**config.mk**
```make
export PLATFORM = sky130hd
export DESIGN_NAME = byte_alu_with_bcd_flags_core
export DESIGN_NICKNAME = d
export VERILOG_FILES = /design/src/hdl/bcdalu_pkg.sv /design/src/hdl/bcdalu_stage.sv /design/src/hdl/bcdalu_alu.sv /design/src/hdl/byte_alu_with_bcd_flags_core.sv
export SDC_FILE = /design/constraint.sdc
export NUM_CORES = 1
export LEC_CHECK = 0
export ABC_AREA = 1
export BUFFER_PORTS_ARGS = -buffer_cell sky130_fd_sc_hd__buf_2
export CAP_MARGIN = 20
export CORE_UTILIZATION = 45
export DETAILED_ROUTE_END_ITERATION = 12
export GPL_TIMING_DRIVEN = 0
export HOLD_SLACK_MARGIN = 0.06
export PLACE_DENSITY = 0.76
export SYNTH_ARGS = -nofsm -noshare
export SYNTH_HDL_FRONTEND = slang
export SYNTH_SLANG_ARGS = --single-unit
export TNS_END_PERCENT = 50
```
**constraint.sdc**
```tcl
create_clock -name clk -period 5.06 [get_ports clk]
set_clock_uncertainty 0.05 [all_clocks]
set_input_delay 1.012 -clock clk [delete_from_list [all_inputs] [get_ports clk]]
set_output_delay 1.012 -clock clk [all_outputs]
set_load 0.02 [all_outputs]
```
**src/hdl/bcdalu_pkg.sv**
```systemverilog
// Shared types, operation codes and flag positions for the byte ALU.
package bcdalu_pkg;

  localparam int ModeW = 4;
  localparam int ByteW = 8;

  // operation codes
  localparam logic [ModeW-1:0] MODE_INC = 4'd0;
  localparam logic [ModeW-1:0] MODE_DEC = 4'd1;
  localparam logic [ModeW-1:0] MODE_OR  = 4'd2;
  localparam logic [ModeW-1:0] MODE_AND = 4'd3;
  localparam logic [ModeW-1:0] MODE_XOR = 4'd4;
  localparam logic [ModeW-1:0] MODE_ADC = 4'd5;
  localparam logic [ModeW-1:0] MODE_SBC = 4'd6;
  localparam logic [ModeW-1:0] MODE_CMP = 4'd7;
  localparam logic [ModeW-1:0] MODE_ASL = 4'd8;
  localparam logic [ModeW-1:0] MODE_LSR = 4'd9;
  localparam logic [ModeW-1:0] MODE_ROL = 4'd10;
  localparam logic [ModeW-1:0] MODE_ROR = 4'd11;
  localparam logic [ModeW-1:0] MODE_BIT = 4'd12;

  // status bit positions
  localparam int FLAG_N = 7;
  localparam int FLAG_V = 6;
  localparam int FLAG_D = 3;
  localparam int FLAG_Z = 1;
  localparam int FLAG_C = 0;

  typedef struct packed {
    logic [ByteW-1:0] status_in;
    logic [ByteW-1:0] operand;
    logic [ByteW-1:0] acc;
    logic [ModeW-1:0] mode;
  } alu_req_t;

  typedef struct packed {
    logic             writes_back;
    logic [ByteW-1:0] status_out;
    logic [ByteW-1:0] result;
  } alu_res_t;

  localparam int ReqW = $bits(alu_req_t);
  localparam int ResW = $bits(alu_res_t);

endpackage

```
**src/hdl/bcdalu_stage.sv**
```systemverilog
// One registered pipeline stage with valid/ready flow control.
module bcdalu_stage
  import bcdalu_pkg::*;
#(
  parameter int W = ReqW
) (
  input  logic         clk,
  input  logic         rst_n,
  input  logic         up_valid,
  output logic         up_ready,
  input  logic [W-1:0] up_data,
  output logic         dn_valid,
  input  logic         dn_ready,
  output logic [W-1:0] dn_data
);

  logic         valid_r, valid_nxt;
  logic [W-1:0] data_r;

  // stage refills in the same cycle its word leaves
  assign up_ready  = !valid_r || dn_ready;
  assign valid_nxt = up_ready ? up_valid : valid_r;

  always_ff @(posedge clk) begin
    if (!rst_n) begin
      valid_r <= 1'b0;
    end else begin
      valid_r <= valid_nxt;
    end
  end

  always_ff @(posedge clk) begin
    if (up_ready && up_valid) begin
      data_r <= up_data;
    end
  end

  assign dn_valid = valid_r;
  assign dn_data  = data_r;

endmodule

```
**src/hdl/bcdalu_alu.sv**
```systemverilog
// Combinational byte ALU: logic ops, shifts, binary and BCD add/subtract.
module bcdalu_alu
  import bcdalu_pkg::*;
(
  input  alu_req_t req,
  output alu_res_t res
);

  function automatic logic [1:0] nz_of(input logic [ByteW-1:0] v);
    nz_of = {v[ByteW-1], v == '0};  // {N, Z}
  endfunction

  logic [ByteW-1:0] a, b, st;
  logic             c;

  // binary add / subtract
  logic [ByteW:0]   add_bin, sub_bin;
  logic             add_v, sub_v;

  // decimal add
  logic [4:0]       dlo_sum, dlo_adj;
  logic [ByteW:0]   dsum;
  logic [ByteW+1:0] dsum_adj;
  logic             dadd_v;

  // decimal subtract, two's complement in 6 and 10 bits
  logic [5:0]       slo, slo_m6, slo_adj;
  logic [9:0]       sdiff, sdiff_adj;

  logic [ByteW-1:0] cmp_diff;
  logic [ByteW-1:0] r;
  logic [ByteW-1:0] f;
  logic             wb;

  assign a  = req.acc;
  assign b  = req.operand;
  assign st = req.status_in;
  assign c  = st[FLAG_C];

  assign add_bin = {1'b0, a} + {1'b0, b} + {{ByteW{1'b0}}, c};
  assign sub_bin = {1'b0, a} + {1'b0, ~b} + {{ByteW{1'b0}}, c};
  assign add_v   = (a[7] ^ add_bin[7]) & (b[7] ^ add_bin[7]);
  assign sub_v   = (a[7] ^ b[7]) & (a[7] ^ sub_bin[7]);

  always_comb begin
    dlo_sum = {1'b0, a[3:0]} + {1'b0, b[3:0]} + {4'b0, c};
    if (dlo_sum >= 5'd10) begin
      dlo_adj = {1'b1, dlo_sum[3:0] + 4'd6};
    end else begin
      dlo_adj = dlo_sum;
    end
    dsum     = {1'b0, a[7:4], 4'b0} + {1'b0, b[7:4], 4'b0} + {4'b0, dlo_adj};
    dadd_v   = (a[7] ^ dsum[7]) & (b[7] ^ dsum[7]);
    if (dsum >= 9'h0a0) begin
      dsum_adj = {1'b0, dsum} + 10'h060;
    end else begin
      dsum_adj = {1'b0, dsum};
    end
  end

  always_comb begin
    slo    = {2'b0, a[3:0]} - {2'b0, b[3:0]} + {5'b0, c} - 6'd1;
    slo_m6 = slo - 6'd6;
    // a negative low digit becomes -16 plus the adjusted nibble
    if (slo[5]) begin
      slo_adj = {2'b11, slo_m6[3:0]};
    end else begin
      slo_adj = slo;
    end
    sdiff = {2'b0, a[7:4], 4'b0} - {2'b0, b[7:4], 4'b0} + {{4{slo_adj[5]}}, slo_adj};
    if (sdiff[9]) begin
      sdiff_adj = sdiff - 10'h060;
    end else begin
      sdiff_adj = sdiff;
    end
  end

  assign cmp_diff = a - b;

  always_comb begin
    r  = '0;
    f  = st;
    wb = 1'b1;
    unique case (req.mode)
      MODE_INC: begin
        r = b + 8'd1;
        {f[FLAG_N], f[FLAG_Z]} = nz_of(r);
      end
      MODE_DEC: begin
        r = b - 8'd1;
        {f[FLAG_N], f[FLAG_Z]} = nz_of(r);
      end
      MODE_OR: begin
        r = a | b;
        {f[FLAG_N], f[FLAG_Z]} = nz_of(r);
      end
      MODE_AND: begin
        r = a & b;
        {f[FLAG_N], f[FLAG_Z]} = nz_of(r);
      end
      MODE_XOR: begin
        r = a ^ b;
        {f[FLAG_N], f[FLAG_Z]} = nz_of(r);
      end
      MODE_ADC: begin
        if (!st[FLAG_D]) begin
          r = add_bin[7:0];
          {f[FLAG_N], f[FLAG_Z]} = nz_of(r);
          f[FLAG_C] = add_bin[8];
          f[FLAG_V] = add_v;
        end else begin
          // N and V from the sum before high-digit adjust, Z from binary sum
          r = dsum_adj[7:0];
          f[FLAG_N] = dsum[7];
          f[FLAG_V] = dadd_v;
          f[FLAG_Z] = add_bin[7:0] == '0;
          f[FLAG_C] = dsum_adj[9:8] != 2'b0;
        end
      end
      MODE_SBC: begin
        {f[FLAG_N], f[FLAG_Z]} = nz_of(sub_bin[7:0]);
        f[FLAG_C] = sub_bin[8];
        f[FLAG_V] = sub_v;
        r = st[FLAG_D] ? sdiff_adj[7:0] : sub_bin[7:0];
      end
      MODE_CMP: begin
        {f[FLAG_N], f[FLAG_Z]} = nz_of(cmp_diff);
        f[FLAG_C] = a >= b;
        wb = 1'b0;
      end
      MODE_ASL: begin
        r = {b[6:0], 1'b0};
        {f[FLAG_N], f[FLAG_Z]} = nz_of(r);
        f[FLAG_C] = b[7];
      end
      MODE_LSR: begin
        r = {1'b0, b[7:1]};
        {f[FLAG_N], f[FLAG_Z]} = nz_of(r);
        f[FLAG_C] = b[0];
      end
      MODE_ROL: begin
        r = {b[6:0], c};
        {f[FLAG_N], f[FLAG_Z]} = nz_of(r);
        f[FLAG_C] = b[7];
      end
      MODE_ROR: begin
        r = {c, b[7:1]};
        {f[FLAG_N], f[FLAG_Z]} = nz_of(r);
        f[FLAG_C] = b[0];
      end
      MODE_BIT: begin
        f[FLAG_N] = b[7];
        f[FLAG_V] = b[6];
        f[FLAG_Z] = (a & b) == '0;
        wb = 1'b0;
      end
      default: begin
        wb = 1'b0;
      end
    endcase
  end

  assign res.result      = r;
  assign res.status_out  = f;
  assign res.writes_back = wb;

endmodule

```
**src/hdl/byte_alu_with_bcd_flags_core.sv**
```systemverilog
// Top level of the byte ALU: input register, ALU logic, result register.
//
// Input stream in_*: one word per operation, carrying the operation code, the
// accumulator (or first compare operand), the second operand and the status
// byte. Result stream out_*: the result byte and updated status in tdata, the
// write-back flag in tuser (low for compare, bit test and unused codes; the
// result byte is then zero).
//
// An accepted word is captured in the input register, passes through the ALU
// logic and lands in the result register. Throughput is one word per cycle
// while out_tready stays high; the adder with its decimal adjust sits between
// the two registers.
//
// Each register refills in the cycle its word moves on, so a stall on
// out_tready holds the result and, once the input register is also full,
// drops in_tready; nothing is lost or repeated. Synchronous active-low reset
// empties both registers; no state survives between words.
module byte_alu_with_bcd_flags_core
  import bcdalu_pkg::*;
(
  input  logic        clk,
  input  logic        rst_n,
  input  logic        in_tvalid,
  output logic        in_tready,
  // mode[3:0], acc[11:4], operand[19:12], status_in[27:20], zero pad
  input  logic [31:0] in_tdata,
  output logic        out_tvalid,
  input  logic        out_tready,
  // result[7:0], status_out[15:8]
  output logic [15:0] out_tdata,
  // writes_back[0]
  output logic        out_tuser
);

  alu_req_t in_word, s1_word;
  alu_res_t alu_word, s2_word;
  logic     s1_valid, s1_ready;

  assign in_word = in_tdata[ReqW-1:0];

  bcdalu_stage #(.W(ReqW)) u_in_stage (
    .clk      (clk),
    .rst_n    (rst_n),
    .up_valid (in_tvalid),
    .up_ready (in_tready),
    .up_data  (in_word),
    .dn_valid (s1_valid),
    .dn_ready (s1_ready),
    .dn_data  (s1_word)
  );

  bcdalu_alu u_alu (
    .req (s1_word),
    .res (alu_word)
  );

  bcdalu_stage #(.W(ResW)) u_out_stage (
    .clk      (clk),
    .rst_n    (rst_n),
    .up_valid (s1_valid),
    .up_ready (s1_ready),
    .up_data  (alu_word),
    .dn_valid (out_tvalid),
    .dn_ready (out_tready),
    .dn_data  (s2_word)
  );

  assign out_tdata = {s2_word.status_out, s2_word.result};
  assign out_tuser = s2_word.writes_back;

  // a word in the input register moves on whenever the result register is empty
  a_advance: assert property (@(posedge clk) disable iff (!rst_n)
    (s1_valid && !out_tvalid) |=> out_tvalid)
    else $error("input word did not advance into empty result register");

  // an empty input register always takes a word
  a_in_ready: assert property (@(posedge clk) disable iff (!rst_n)
    !s1_valid |-> in_tready)
    else $error("input refused while input register empty");

  // D and the unused status bits are never touched
  a_status_keep: assert property (@(posedge clk) disable iff (!rst_n)
    s1_valid |-> (alu_word.status_out[5:2] == s1_word.status_in[5:2]))
    else $error("status bits outside N V Z C changed");

  // no write-back means a zero result byte
  a_no_wb_zero: assert property (@(posedge clk) disable iff (!rst_n)
    (out_tvalid && !out_tuser) |-> (out_tdata[7:0] == 8'h00))
    else $error("non-zero result without write-back");

endmodule

```
Word-level counts from Yosys, hierarchy flattened

Cells that the tools add are included.

Add/subtract/negate cells: 20
Multiply operators: 0
Divide/modulo/power cells: 0
Order comparisons: 3
Equal/unequal tests: 12
Shifts and indexed selects: 0
Mux-type cells: 14
Bitwise gates (word level): 13
Reductions and logical operators: 24

Operator list:

| cell                                                 | number |
|---|---|
| one-hot mux 8 bit (11 select lines)                  | 1 |
| logical NOT 8 bit                                    | 10 |
| adder 8 x 8 -> 9 bit                                 | 3 |
| two-way mux 8 bit                                    | 3 |
| one-hot mux 1 bit (12 select lines)                  | 2 |
| equality test 4 bit (second input constant)          | 5 |
| adder 9 x 1 -> 9 bit                                 | 2 |
| equality test 4 x 3 -> 1 bit (second input constant) | 4 |
| logical NOT 7 bit                                    | 2 |
| OR reduction 11 bit                                  | 1 |
| adder 9 x 6 -> 10 bit                                | 1 |
| adder 9 x 7 -> 10 bit (second input constant)        | 1 |
| two-way mux 10 bit                                   | 1 |
| adder 9 x 5 -> 9 bit                                 | 1 |
| >= comparator 9 x 8 -> 1 bit (second input constant) | 1 |
| subtractor 8 x 8 -> 9 bit                            | 1 |
| adder 8 x 1 -> 8 bit (second input constant)         | 1 |
| bitwise AND 8 bit                                    | 1 |
| equality test 4 x 2 -> 1 bit (second input constant) | 2 |
| >= comparator 8 bit                                  | 1 |
| inverter 8 bit                                       | 1 |
| bitwise OR 8 bit                                     | 1 |
| subtractor 8 x 1 -> 8 bit (second input constant)    | 1 |
| subtractor 8 x 7 -> 8 bit (second input constant)    | 1 |
| other kinds (25)                                     | 38 |

Flip-flop bits (word level): 47
Bits in latches: 0
RAM bits: 0
Memory bits (read-only): 0
Input bits: 36
Output and inout bits: 19
Logic and storage cells: 90
Memories kept: 0

Depth between registers and ports, before layout

Gate-level depths: netlist (run 1).

Depth after elaboration: 10
Depth in mapped cells: 29

Modules after synthesis

From an unflattened synthesis (run 1), not the netlist that was laid out.

Cells, all modules: 594
Area, all modules: 4625.7 µm²

Modules (own cells, without submodules):

| module                     | times used | cells an instance | area each (µm²) | seq. area each (µm²) |
|---|---|---|---|---|
| bcdalu_alu                 | 1          | 535               | 3171.8          | 0.0 |
| bcdalu_stage (u_in_stage)  | 1          | 35                | 892.1           | 860.8 |
| bcdalu_stage (u_out_stage) | 1          | 24                | 561.8           | 530.5 |

Worst setup path after synthesis (run 1)

OpenSTA, ideal clock, no wires.

Path kind: flip-flop to flip-flop
Start: register u_in_stage.data_r[12], in the netlist u_in_stage.dn_data[12]
End: register u_out_stage.data_r[6], in the netlist u_out_stage.dn_data[6] (data pin)
Setup time: 0.256 ns
Data arrival time: 4.164 ns
Slack: 0.590 ns
Cell stages (with the launch flop): 28
Path buffers: 0
Cells stage by stage: edfxtp_1 -> inv_1 -> fa_1 -> fa_1 -> inv_1 -> nand2_1 -> nand2_1 -> inv_1 -> ha_1 -> nand2_1 -> nand3_2 -> nand2_1 -> inv_1 -> fa_1 -> inv_1 -> ha_1 -> inv_1 -> fa_1 -> or2_2 -> and2_1 -> inv_1 -> nor2_1 -> inv_1 -> nand3_2 -> nand2_1 -> nand3_1 -> nand2_1 -> nand2_1

RTL lines:

| what                     | line               | source |
|---|---|---|
| start: declaration       | bcdalu_stage.sv:18 | `logic [W-1:0] data_r;` |
| start signal: assignment | bcdalu_stage.sv:34 | `data_r <= up_data;` |
| end signal: assignment   | bcdalu_stage.sv:34 |  |
| end: declaration         | bcdalu_stage.sv:18 |  |

==> results.yml, run 1 <==
run_status:
  outcome: "finished clean"
grt:
  grt_overflow: 0
  grt_pass1_vias: 4169
  met2_usage_pct: 42.76
  antenna_found_initial: 0
  grt_max_degree: 29
  use_met3_pct: 2.895
  grtUsageTotal_pct: 25.26
  grt.busiest_layer: "met2"
  grt_first_pass_wirelength_mm: 21.27
  met1_usage_pct: 33.60
critical_path:
  crit_path_end_kind: "flop"
  crit_type: "flop to flop"
  cp-start-kind: "flop"
  r2r_cells: 27
  crit_path_frequent_cell: "nand2_1"
  arrival_ps: 4780
  crit_slowest_cell: "edfxtp_1"
  rr_endpoint: "u_out_stage.dn_data[8]"
  critPathTopFamily: "adder cells"
  max_stage_delay_ps: 440
  crit_buf_inv: 6
  required_ps: 5070
  critPathMaxFanout: 5
  timing.rr.start: "u_in_stage.dn_data[12]"
  rrSetupSlack_ps: 280
drt:
  wl_per_cell_microns: 17.02
  postRouteAntennaNets: 0
  wirelength_mm: 13.34
  drc_errors: 0
  viasPerCell: 5.514
  vias: 4323
  drtIter0Drc: 365
  drt_pass1_iterations: 5
placed_design:
  place.port_buffers: 50
  gp_congestion: 0.9336
  place.detailed.hpwl_mm: 10.78
  place_inst: 771
finish:
  fillers: 945
  finalNetCount: 741
  layout-drive-gt1-share_pct: 16.74
  final-instance-count-excl-fill: 784
  syn2layout_area_growth_pct: 13.81
  diodes: 0
synth:
  yosys.area.top_type: "edfxtp_1"
  synth_edf_count: 45
  synth-seq-cells: 47
  ys_seq_area_share_pct: 29.99
  synth_fp_nets: 679
  ys.flop_type: "edfxtp_1"
  synthTopCellsByArea: "edfxtp_1 (29%), ha_1 (12%), nand2_1 (9.6%)"
  synthArstFlopShare_pct: 0
  yosys_warnings: 0
  synth.avg_cell_area_sq_um: 7.890
  synth_top_area_share_pct: 29.13
  synth_cell_type_count: 49
  synth_cells: 588
  netlist_area_sq_mm: 0.004639
clock_network:
  clkSinkCount: 47
  htreeDepth: 2
  cts_buffers: 5
  clockBufferDepth: 2
  cts_tree: "built"
  cts-hold-fix-buffers: 0
  worstSkewPairLatency_ps: 310
  cts-root-buf: "clkbuf_8"
  clk_pin_slew_ps: 100
min_path:
  min_path_type: "flop to flop"
  min-delay-start: "u_in_stage.dn_data[25]"
  hold_depth: 0
  hold_end: "u_out_stage.dn_data[13]"
timing:
  drv_slew: 0
  max_freq_mhz: 209.4
  hold_ws_ps: 372.0
  finalHoldViolations: 0
  timing.final.crit_share_pct: 94.37
  setup_viol: 0
  post-route-min-period_ps: 4775
  worst_pin_slew_ps: 1094
  relSlewSlack_pct: 25.16
pwr:
  p_leak_uw: 0.002439
  peakVddDrop_v: 0.0001299
  powerDensity_mw_per_mm2: 259.8
  power_uw: 1372
run:
  cap_violations: 0
floorplan:
  dieArea_sq_mm: 0.01072
  dieWidth_microns: 103.5
  core_area_sq_mm: 0.009864
  dieHeight_microns: 103.5
  start_util_pct: 47.03
  rows: 36
  io-pin-count: 55
-- worst reg2reg max path, stage by stage (launching register included) --
cell        delay, ps
edfxtp_1          440
clkinvlp_4        160
fa_2              430
fa_2              350
inv_1              80
nand2_1            90
nand2_2           100
inv_1              50
ha_1              190
nand2_1            80
nand3_2           100
nand2_2            90
inv_1              70
fa_1              370
inv_1              70
ha_1              170
inv_1              60
fa_1              380
or2_2             290
and2_1            190
nand2_1           150
a21oi_2            50
nand3_2           120
nand3_4           100
nand2_1            80
nand2_1            50
nand2_1            80
nand3_1            80
-- flip-flops by register name (all words and copies together), names as in the netlist --
name                  flops
u_out_stage.dn_data      17
u_in_stage.dn_data       28
u_out_stage.dn_valid      1
u_in_stage.dn_valid       1
-- what timing repair did --
item,CTS,global route
setup endpoints to repair,5,5
pin swaps,0,3
resized for setup,0,9
buffers inserted,1,3
-- cells in the mapped netlist, types with 2 or more instances --
| cell type | count |
|---|---|
| a2111oi_0 | 4 |
| a211oi_1 | 3 |
| a21oi_1 | 22 |
| a31oi_1 | 4 |
| buf_2 | 5 |
| buf_4 | 2 |
| buf_6 | 2 |
| clkinv_1 | 3 |
| dfxtp_1 | 2 |
| edfxtp_1 | 45 |
| fa_1 | 11 |
| ha_1 | 44 |
| inv_1 | 89 |
| inv_2 | 3 |
| nand2_1 | 119 |
| nand2_2 | 3 |
| nand3_1 | 44 |
| nand3_2 | 3 |
| nand3b_1 | 4 |
| nand4_1 | 10 |
| nor2_1 | 44 |
| nor2_2 | 3 |
| nor3_1 | 9 |
| nor4_1 | 4 |
| o211ai_1 | 8 |
| o21ai_0 | 19 |
| o21ai_1 | 3 |
| o21bai_1 | 3 |
| o221ai_1 | 4 |
| o22ai_1 | 16 |
| or2_2 | 6 |
| xnor2_1 | 4 |
| xor2_1 | 26 |
| xor2_2 | 2 |
-- how the worst max path moves through the flow --
stage                                 from                      to  slack, ps  depth (start not counted)
floorplan           u_in_stage.dn_data[12]  u_out_stage.dn_data[6]        590                         27
CTS                 u_in_stage.dn_data[12]  u_out_stage.dn_data[5]         50                         28
detailed placement  u_in_stage.dn_data[12]  u_out_stage.dn_data[5]       -170                         28
global placement    u_in_stage.dn_data[12]  u_out_stage.dn_data[8]       -120                         27
global route        u_in_stage.dn_data[12]  u_out_stage.dn_data[5]        -30                         28
finish              u_in_stage.dn_data[12]  u_out_stage.dn_data[8]        280                         27
-- power by group --
part           switching, uW  internal (uW)
combinational            365            203
clock                    134            198
sequential              17.0            456
-- layout make-up --
| cell class | count | area [sq um] | area share, % |
|---|---|---|---|
| multi-input cells | 435 | 2850 | 53.98 |
| clock buffers | 6 | 72.57 | 1.374 |
| inverters | 95 | 360.3 | 6.825 |
| well taps | 133 | 166.4 | 3.152 |
| plain buffers | 11 | 71.32 | 1.351 |
| repair buffers | 55 | 307.8 | 5.829 |
| flip-flops and latches | 47 | 1391 | 26.35 |
| clock inverters | 2 | 60.06 | 1.137 |
-- cell usage in the layout (no fill, tap or decap), drive strengths merged --
master	netlist	final
clkinvlp	0	1
a21oi	24	24
a211oi	3	3
o211ai	8	8
clkinv	3	3
nor3b	1	1
o221ai	4	4
nor2	48	48
nor4	4	4
dfxtp	2	2
nand3b	4	4
nor3	10	10
edfxtp	45	45
or3	1	1
a22oi	1	1
fa	11	11
ha	44	44
o21ai	24	24
a2111oi	4	4
clkbuf	2	8
a31oi	4	4
nand2	123	123
o21bai	3	3
bufinv	0	2
mux2i	1	1
or2	6	6
buf	9	64
nand4	10	10
and2	1	1
o32ai	1	1
xnor2	4	4
inv	92	91
xor2	28	28
nand3	47	47
o22ai	16	16
-- metal layers --
metal	part of all wire (%)	wire length [microns]
met4	2.5	337
met3	5.1	687
met1	45	6059
met5	0	0
met2	47	6259
-- per-stage QoR --
stage,utilization (%),TNS (ps),worst slack [ps],instance area (sq um)
global route,53.53,-32.01,-29.90,5280
CTS,52.71,0,54.10,5200
detailed placement,51.29,-527.9,-165.1,5060
finish,53.53,0,284.7,5280
global placement,51.26,-316.0,-117.4,5056
floorplan,-,0,590.2,4639
-- logic make-up after synthesis --
kind of cell    share of synthesized area, %
mux                                   0.2158
flops                                  29.99
fa+ha+maj                              16.61
simple gates                           24.84
compound gates                         12.76
xor+xnor                               6.365
buf+inv                                9.223
(Power assumes the default switching activity.)
==> run 2: changes to the inputs <==
--- a/config.mk
+++ b/config.mk
@@ -8,6 +8,7 @@
 export ABC_AREA = 1
 export BUFFER_PORTS_ARGS = -buffer_cell sky130_fd_sc_hd__buf_2
 export CAP_MARGIN = 20
+export CORE_MARGIN = 5
 export CORE_UTILIZATION = 45
 export DETAILED_ROUTE_END_ITERATION = 12
 export GPL_TIMING_DRIVEN = 0
==> run 2 against run 1 <==
Net effect: global-route usage down 3.2 points; via count up 0.81%; cell count up 0.26%; sequential share of layout area up 0.11 points; register-to-register slack about the same; clock-buffer cell count unchanged; critical path type unchanged; sequential cell count unchanged; total power down 0.47%; die area up 16%; non-clock buffer count down 1.
==> results.yml, run 2 (synthesis gave the netlist of run 1 again) <==
grt:
  antenna_found_initial: 0
  grt.busiest_layer: "met2"
  grt_first_pass_wirelength_mm: 22.09
  use_met3_pct: 3.913
  met1_usage_pct: 29.56
  grt_max_degree: 29
  grtUsageTotal_pct: 22.10
  met2_usage_pct: 35.71
  grt_pass1_vias: 4266
  grt_overflow: 0
finish:
  final_common_cell: "nand2_1"
  layout-drive-gt1-share_pct: 16.15
  layout_common_cells: "nand2_1 (117), inv_1 (87), buf_2 (55), edfxtp_1 (45)"
  largest_reg_flops: 28
  seqCellArea_sq_mm: 0.001391
  final-instance-count-excl-fill: 786
  finalNetCount: 740
  syn2layout_area_growth_pct: 13.32
  fillers: 988
  multi_input_area_sq_mm: 0.002831
  diodes: 0
clock_network:
  clk_pin_slew_ps: 100
  cts_buffers: 5
  worstSkewPairLatency_ps: 300
  clockBufferDepth: 2
  cts_tree: "built"
  htreeDepth: 2
  clkSinkCount: 47
  cts-root-buf: "clkbuf_8"
placed_design:
  place.port_buffers: 50
  pre_cts_slack_ps: -101.4
  place.detailed.hpwl_mm: 11.28
  gp_congestion: 1.019
  place_inst: 774
critical_path:
  rr_endpoint: "u_out_stage.dn_data[8]"
  cp-start-kind: "flop"
  r2r_cells: 27
  arrival_ps: 4770
  timing.rr.start: "u_in_stage.dn_data[12]"
  required_ps: 5060
  critPathMaxFanout: 5
  crit_type: "flop to flop"
  crit_path_end_kind: "flop"
  rrSetupSlack_ps: 300
pwr:
  sw_frac_of_total_pct: 37.64
  seqPwrFrac_pct: 34.7
  combPwrFrac_pct: 41.2
  p_leak_uw: 0.002433
  p_int_uw: 851.6
  switching_power_uw: 513.9
  powerDensity_mw_per_mm2: 259.7
  clkPwrFrac_pct: 24.2
  peakVddDrop_v: 0.0001364
timing:
  timing.final.crit_share_pct: 94.17
  setup_ws_ps: 295.1
  setup_viol: 0
  drv_slew: 0
  post-route-min-period_ps: 4765
  worst_pin_slew_ps: 1099
  fin_setup_tns_ps: 0
  rsz0062_at_grt: "false"
  relSlewSlack_pct: 24.82
  max_freq_mhz: 209.9
  finalHoldViolations: 0
drt:
  wirelength_mm: 13.80
  drt_pass1_iterations: 7
  postRouteAntennaNets: 0
  wl_per_cell_microns: 17.56
  drtIter0Drc: 272
  drc_errors: 0
  viasPerCell: 5.545
  vias: 4358
min_path:
  hold_depth: 0
  hold_end: "u_out_stage.dn_data[12]"
  min_path_type: "flop to flop"
  min-delay-start: "u_in_stage.dn_data[24]"
run_status:
  outcome: "finished clean"
floorplan:
  core_area_sq_mm: 0.01018
  rows: 37
  start_util_pct: 45.55
  dieArea_sq_mm: 0.01244
  io-pin-count: 55
  dieWidth_microns: 111.5
  dieHeight_microns: 111.5
run:
  cap_violations: 0
## run 2: layout make-up
class	instances	share of cell area [%]
Sequential cell	47	26.46
Inverter	95	6.854
Clock buffer	6	1.380
Timing Repair Buffer	54	5.712
Clock inverter	2	1.142
Buffer	11	1.356
Multi-Input combinational cell	435	53.86
Tap cell	136	3.237
## run 2: worst max-delay path by stage
stage,startpoint,to,slack [ps],depth (start not counted)
finish,u_in_stage.dn_data[12],u_out_stage.dn_data[8],300,27
global placement,u_in_stage.dn_data[12],u_out_stage.dn_data[8],-70,27
CTS,u_in_stage.dn_data[12],u_out_stage.dn_data[8],170,27
floorplan,u_in_stage.dn_data[12],u_out_stage.dn_data[6],590,27
detailed placement,u_in_stage.dn_data[12],u_out_stage.dn_data[8],-100,27
global route,u_in_stage.dn_data[12],u_out_stage.dn_data[8],5,27
## run 2: timing repair
| item | 4_1_cts | 5_1_grt |
|---|---|---|
| setup endpoints to repair | 4 | 5 |
| resized for setup | 0 | 5 |
| buffers inserted | 1 | 2 |
| hold buffers | 0 | 0 |
| hold endpoints to repair | 0 | 0 |
## run 2: metrics by stage
| step | area (sq um) | hold slack (ps) | util [%] | power (uW) |
|---|---|---|---|---|
| final | 5258 | 376.6 | 51.62 | 1366 |
| after global placement | 5060 | 356.0 | 49.68 | 1007 |
| after floorplan | 4639 | 350.3 | - | 876.4 |
| after detailed placement | 5064 | 355.2 | 49.72 | 1025 |
| after CTS | 5204 | 375.7 | 51.09 | 1353 |
| after global routing | 5258 | 380.8 | 51.62 | 1454 |
## run 2: routing by layer
layer,vias up,wire (microns)
li1,2098,-
met5,-,0
met3,34,1052
met4,0,507
met1,2038,5982
met2,188,6260
## run 2: power groups by stage
stage	Sequential, uW	Clock [uW]	Combinational [uW]
floorplan	490	0	386
global placement	483	0	524
detailed placement	483	0	542
CTS	474	333	546
global route	476	350	628
finish	473	330	562
## run 2: worst max-delay path, cell delays in order, from the launching register on
cell and delay [ps]:
edfxtp_1 440, clkinvlp_4 160, fa_2 400, fa_1 390, inv_1 80, nand2_1 100
nand2_2 120, inv_1 60, ha_1 190, nand2_1 90, nand3_2 110, nand2_2 90
inv_1 60, fa_1 350, inv_1 60, ha_1 160, inv_1 60, fa_1 370
or2_2 300, and2_1 190, nand2_1 90, a21oi_1 60, nand3_2 110, nand3_2 100
nand2_1 100, nand2_1 50, nand2_1 100, nand3_1 70
==> run 3: changes to the inputs <==
--- a/config.mk
+++ b/config.mk
@@ -5,9 +5,7 @@
 export SDC_FILE = /design/constraint.sdc
 export NUM_CORES = 1
 export LEC_CHECK = 0
-export ABC_AREA = 1
 export BUFFER_PORTS_ARGS = -buffer_cell sky130_fd_sc_hd__buf_2
-export CAP_MARGIN = 20
 export CORE_MARGIN = 5
 export CORE_UTILIZATION = 45
 export DETAILED_ROUTE_END_ITERATION = 12
==> run 3 against run 2 <==
Net effect: the flow now finishes with violations (setup timing); non-clock buffer count is 29 higher; critical path depth is 9 lower; die area grew 3.3%; total power increased by 9.5%; register-to-register slack worse by 330 ps; sequential share of layout area decreased by 1.6 points; setup slack lost 330 ps; cell count shrank 5.2%; fmax is 6.4% lower; clock-buffer cell count fell by 1; wire length rose by 17%; via count up 6.1%; critical path type unchanged; largest cell class unchanged; largest power group unchanged; highest routed layer unchanged.
==> results.yml, run 3 <==
run_status:
  outcome: "finished, violations left"
  violations: "setup timing"
timing:
  timing.final.crit_share_pct: 100.6
  post-route-min-period_ps: 5092
  relSlewSlack_pct: 14.27
  rsz0062_at_grt: "true"
  max_freq_mhz: 196.4
  worst_pin_slew_ps: 1286
  setup_viol: 1
  drv_slew: 0
  finalHoldViolations: 0
  setup_ws_ps: -32.33
grt:
  grt_pass1_vias: 4464
  grt_max_degree: 29
  grtUsageTotal_pct: 24.50
  grt_overflow: 0
  antenna_found_initial: 0
  grt_first_pass_wirelength_mm: 24.58
drt:
  postRouteAntennaNets: 0
  drt_pass1_iterations: 5
  wl_per_cell_microns: 21.69
  viasPerCell: 6.208
  drc_errors: 0
  wirelength_mm: 16.16
  drtIter0Drc: 492
  vias: 4625
finish:
  diodes: 0
  largest_reg_flops: 28
  layout-drive-gt1-share_pct: 18.88
  fillers: 975
  final_common_cell: "buf_2"
  finalNetCount: 699
  layout_common_cells: "buf_2 (54), edfxtp_1 (45), ha_1 (40), nor2_1 (35), a21oi_1 (33)"
  syn2layout_area_growth_pct: 16.66
  final-instance-count-excl-fill: 745
critical_path:
  crit_slowest_cell: "fa_2"
  required_ps: 5180
  max_stage_delay_ps: 590
  cp_cell_sequence: "clkbuf_8, clkinvlp_4, fa_2, fa_2, xor2_4, ha_4, a221o_1, and2_4, fa_2, inv_2, ha_4, inv_2, fa_2, nand4_1, a311oi_2, o211ai_1, or4_1, o211ai_1"
  cp-start-kind: "flop"
  crit_path_end_kind: "flop"
  critPathMaxFanout: 5
  crit_type: "flop to flop"
  rrSetupSlack_ps: -30
  r2r_cells: 18
  crit_path_frequent_cell: "fa_2"
  arrival_ps: 5210
synth:
  yosys.area.top_type: "edfxtp_1"
  synthArstFlopShare_pct: 0
  synth_top_area_share_pct: 28.12
  yosysMostFrequentCell: "edfxtp_1"
  ys_seq_area_share_pct: 28.95
  synth_edf_count: 45
  yosys_warnings: 0
  netlist_area_sq_mm: 0.004806
  synth_cells: 533
  synthTopCellsByArea: "edfxtp_1 (28%), ha_1 (11%), xnor2_1 (5.3%)"
  synth_cell_type_count: 72
  synth-seq-cells: 47
  synth_fp_nets: 624
  synth.avg_cell_area_sq_um: 9.017
  ys.flop_type: "edfxtp_1"
  ys_top_cells_by_count: "edfxtp_1 (45), ha_1 (44), inv_1 (35), nor2_1 (35), a21oi_1 (33)"
clock_network:
  cts-hold-fix-buffers: 0
  clkSinkCount: 47
  cts_buffers: 5
  worstSkewPairLatency_ps: 320
  cts-root-buf: "clkbuf_8"
  clockBufferDepth: 2
  clk_pin_slew_ps: 110
  htreeDepth: 2
  cts_tree: "built"
pwr:
  switching_power_uw: 563.0
  p_int_uw: 932.5
  combPwrFrac_pct: 44.5
  peakVddDrop_v: 0.0001541
  power_uw: 1495
  p_leak_uw: 0.002214
  seqPwrFrac_pct: 31.6
  clkPwrFrac_pct: 23.9
  powerDensity_mw_per_mm2: 266.7
  sw_frac_of_total_pct: 37.64
placed_design:
  place_inst: 719
  pre_cts_slack_ps: -588.7
  gp_congestion: 0.9856
  place.port_buffers: 50
  place.detailed.hpwl_mm: 12.62
floorplan:
  rows: 37
  start_util_pct: 46.34
  core_area_sq_mm: 0.01037
  io-pin-count: 55
  dieWidth_microns: 113.3
  dieArea_sq_mm: 0.01285
  dieHeight_microns: 113.3
min_path:
  min_path_type: "flop to flop"
  hold_depth: 0
run:
  cap_violations: 0
## run 3: cell count changes after synthesis, moves of 11 or more
cell	delta
xnor2_1	+25
xor2_1	-14
a21oi_1	+11
inv_1	-54
clkbuf_1	+12
nand2b_1	+11
mux2i_1	+11
nor2b_1	+11
nand2_1	-87
nand3_1	-31
## run 3: layer usage
layer | share of wire (%) | global-route usage [%] | vias up
li1 | - | - | 2122
met1 | 41 | 33.05 | 2204
met2 | 47 | 40.13 | 261
met3 | 8.3 | 3.102 | 38
met4 | 3.6 | 9.295 | 0
met5 | 0 | 0 | -
## run 3: power by group through the flow
| stage | clock [uW] | sequential (uW) | combinational (uW) |
|---|---|---|---|
| finish | 358 | 472 | 665 |
| global route | 375 | 475 | 726 |
| CTS | 357 | 473 | 617 |
| detailed placement | 0 | 483 | 595 |
| global placement | 0 | 482 | 577 |
| floorplan | 0 | 488 | 425 |
## run 3: cell type report
class	count	area (sq um)	area share [%]
multi-input cells	421	3247	57.91
clock inverters	3	71.32	1.272
repair buffers	68	385.4	6.873
well taps	136	170.2	3.035
flip-flops and latches	47	1391	24.82
inverters	39	150.1	2.678
plain buffers	26	122.6	2.187
clock buffers	5	68.82	1.227
## run 3: worst paths after layout
check	from	to
worst min register to register	u_in_stage.dn_data[24]	u_out_stage.dn_data[12]
worst min-delay path	u_in_stage.dn_data[24]	u_out_stage.dn_data[12]
worst max-delay path	u_in_stage.dn_data[12]	u_out_stage.dn_data[6]
worst max register to register	u_in_stage.dn_data[12]	u_out_stage.dn_data[6]
## run 3: cell families (layout without fill, tap and decap cells)
kind of cell,count (synthesis),count (layout),synth area share [%]
AOI/OAI and AO/OA,140,140,19.81
xor gates and xnor gates,42,42,7.810
adders and majority gates,55,55,16.04
buffers and inverters,65,141,5.311
DFF,47,47,28.95
muxes,17,17,3.671
and+or+nand+nor,167,167,18.41
## run 3: critical path: cells and delay by family (launching register included)
kind,cells,cell delay (ps)
xor+xnor,1,200
simple gates,3,830
compound gates,4,1000
buf+inv,4,420
fa+ha+maj,6,2030
flops,1,420
## run 3: what timing repair did
action                                  4_1_cts  5_1_grt
endpoints found under the setup margin        6        4
gates resized for setup                      12       14
pin swaps                                     7       13
hold endpoints to repair                      0        0
setup buffers                                 3       15
## run 3: metrics by stage
| stage | utilization (%) | hold slack [ps] | cell area [sq um] | TNS (ps) |
|---|---|---|---|---|
| after floorplan | - | 350.3 | 4807 | 0 |
| final | 54.07 | 381.8 | 5607 | -32.33 |
| after detailed placement | 50.41 | 356.1 | 5228 | -2171 |
| after global routing | 54.07 | 403.5 | 5607 | -331.3 |
| after global placement | 50.41 | 353.4 | 5228 | -1584 |
| after CTS | 52.49 | 382.2 | 5443 | 0 |
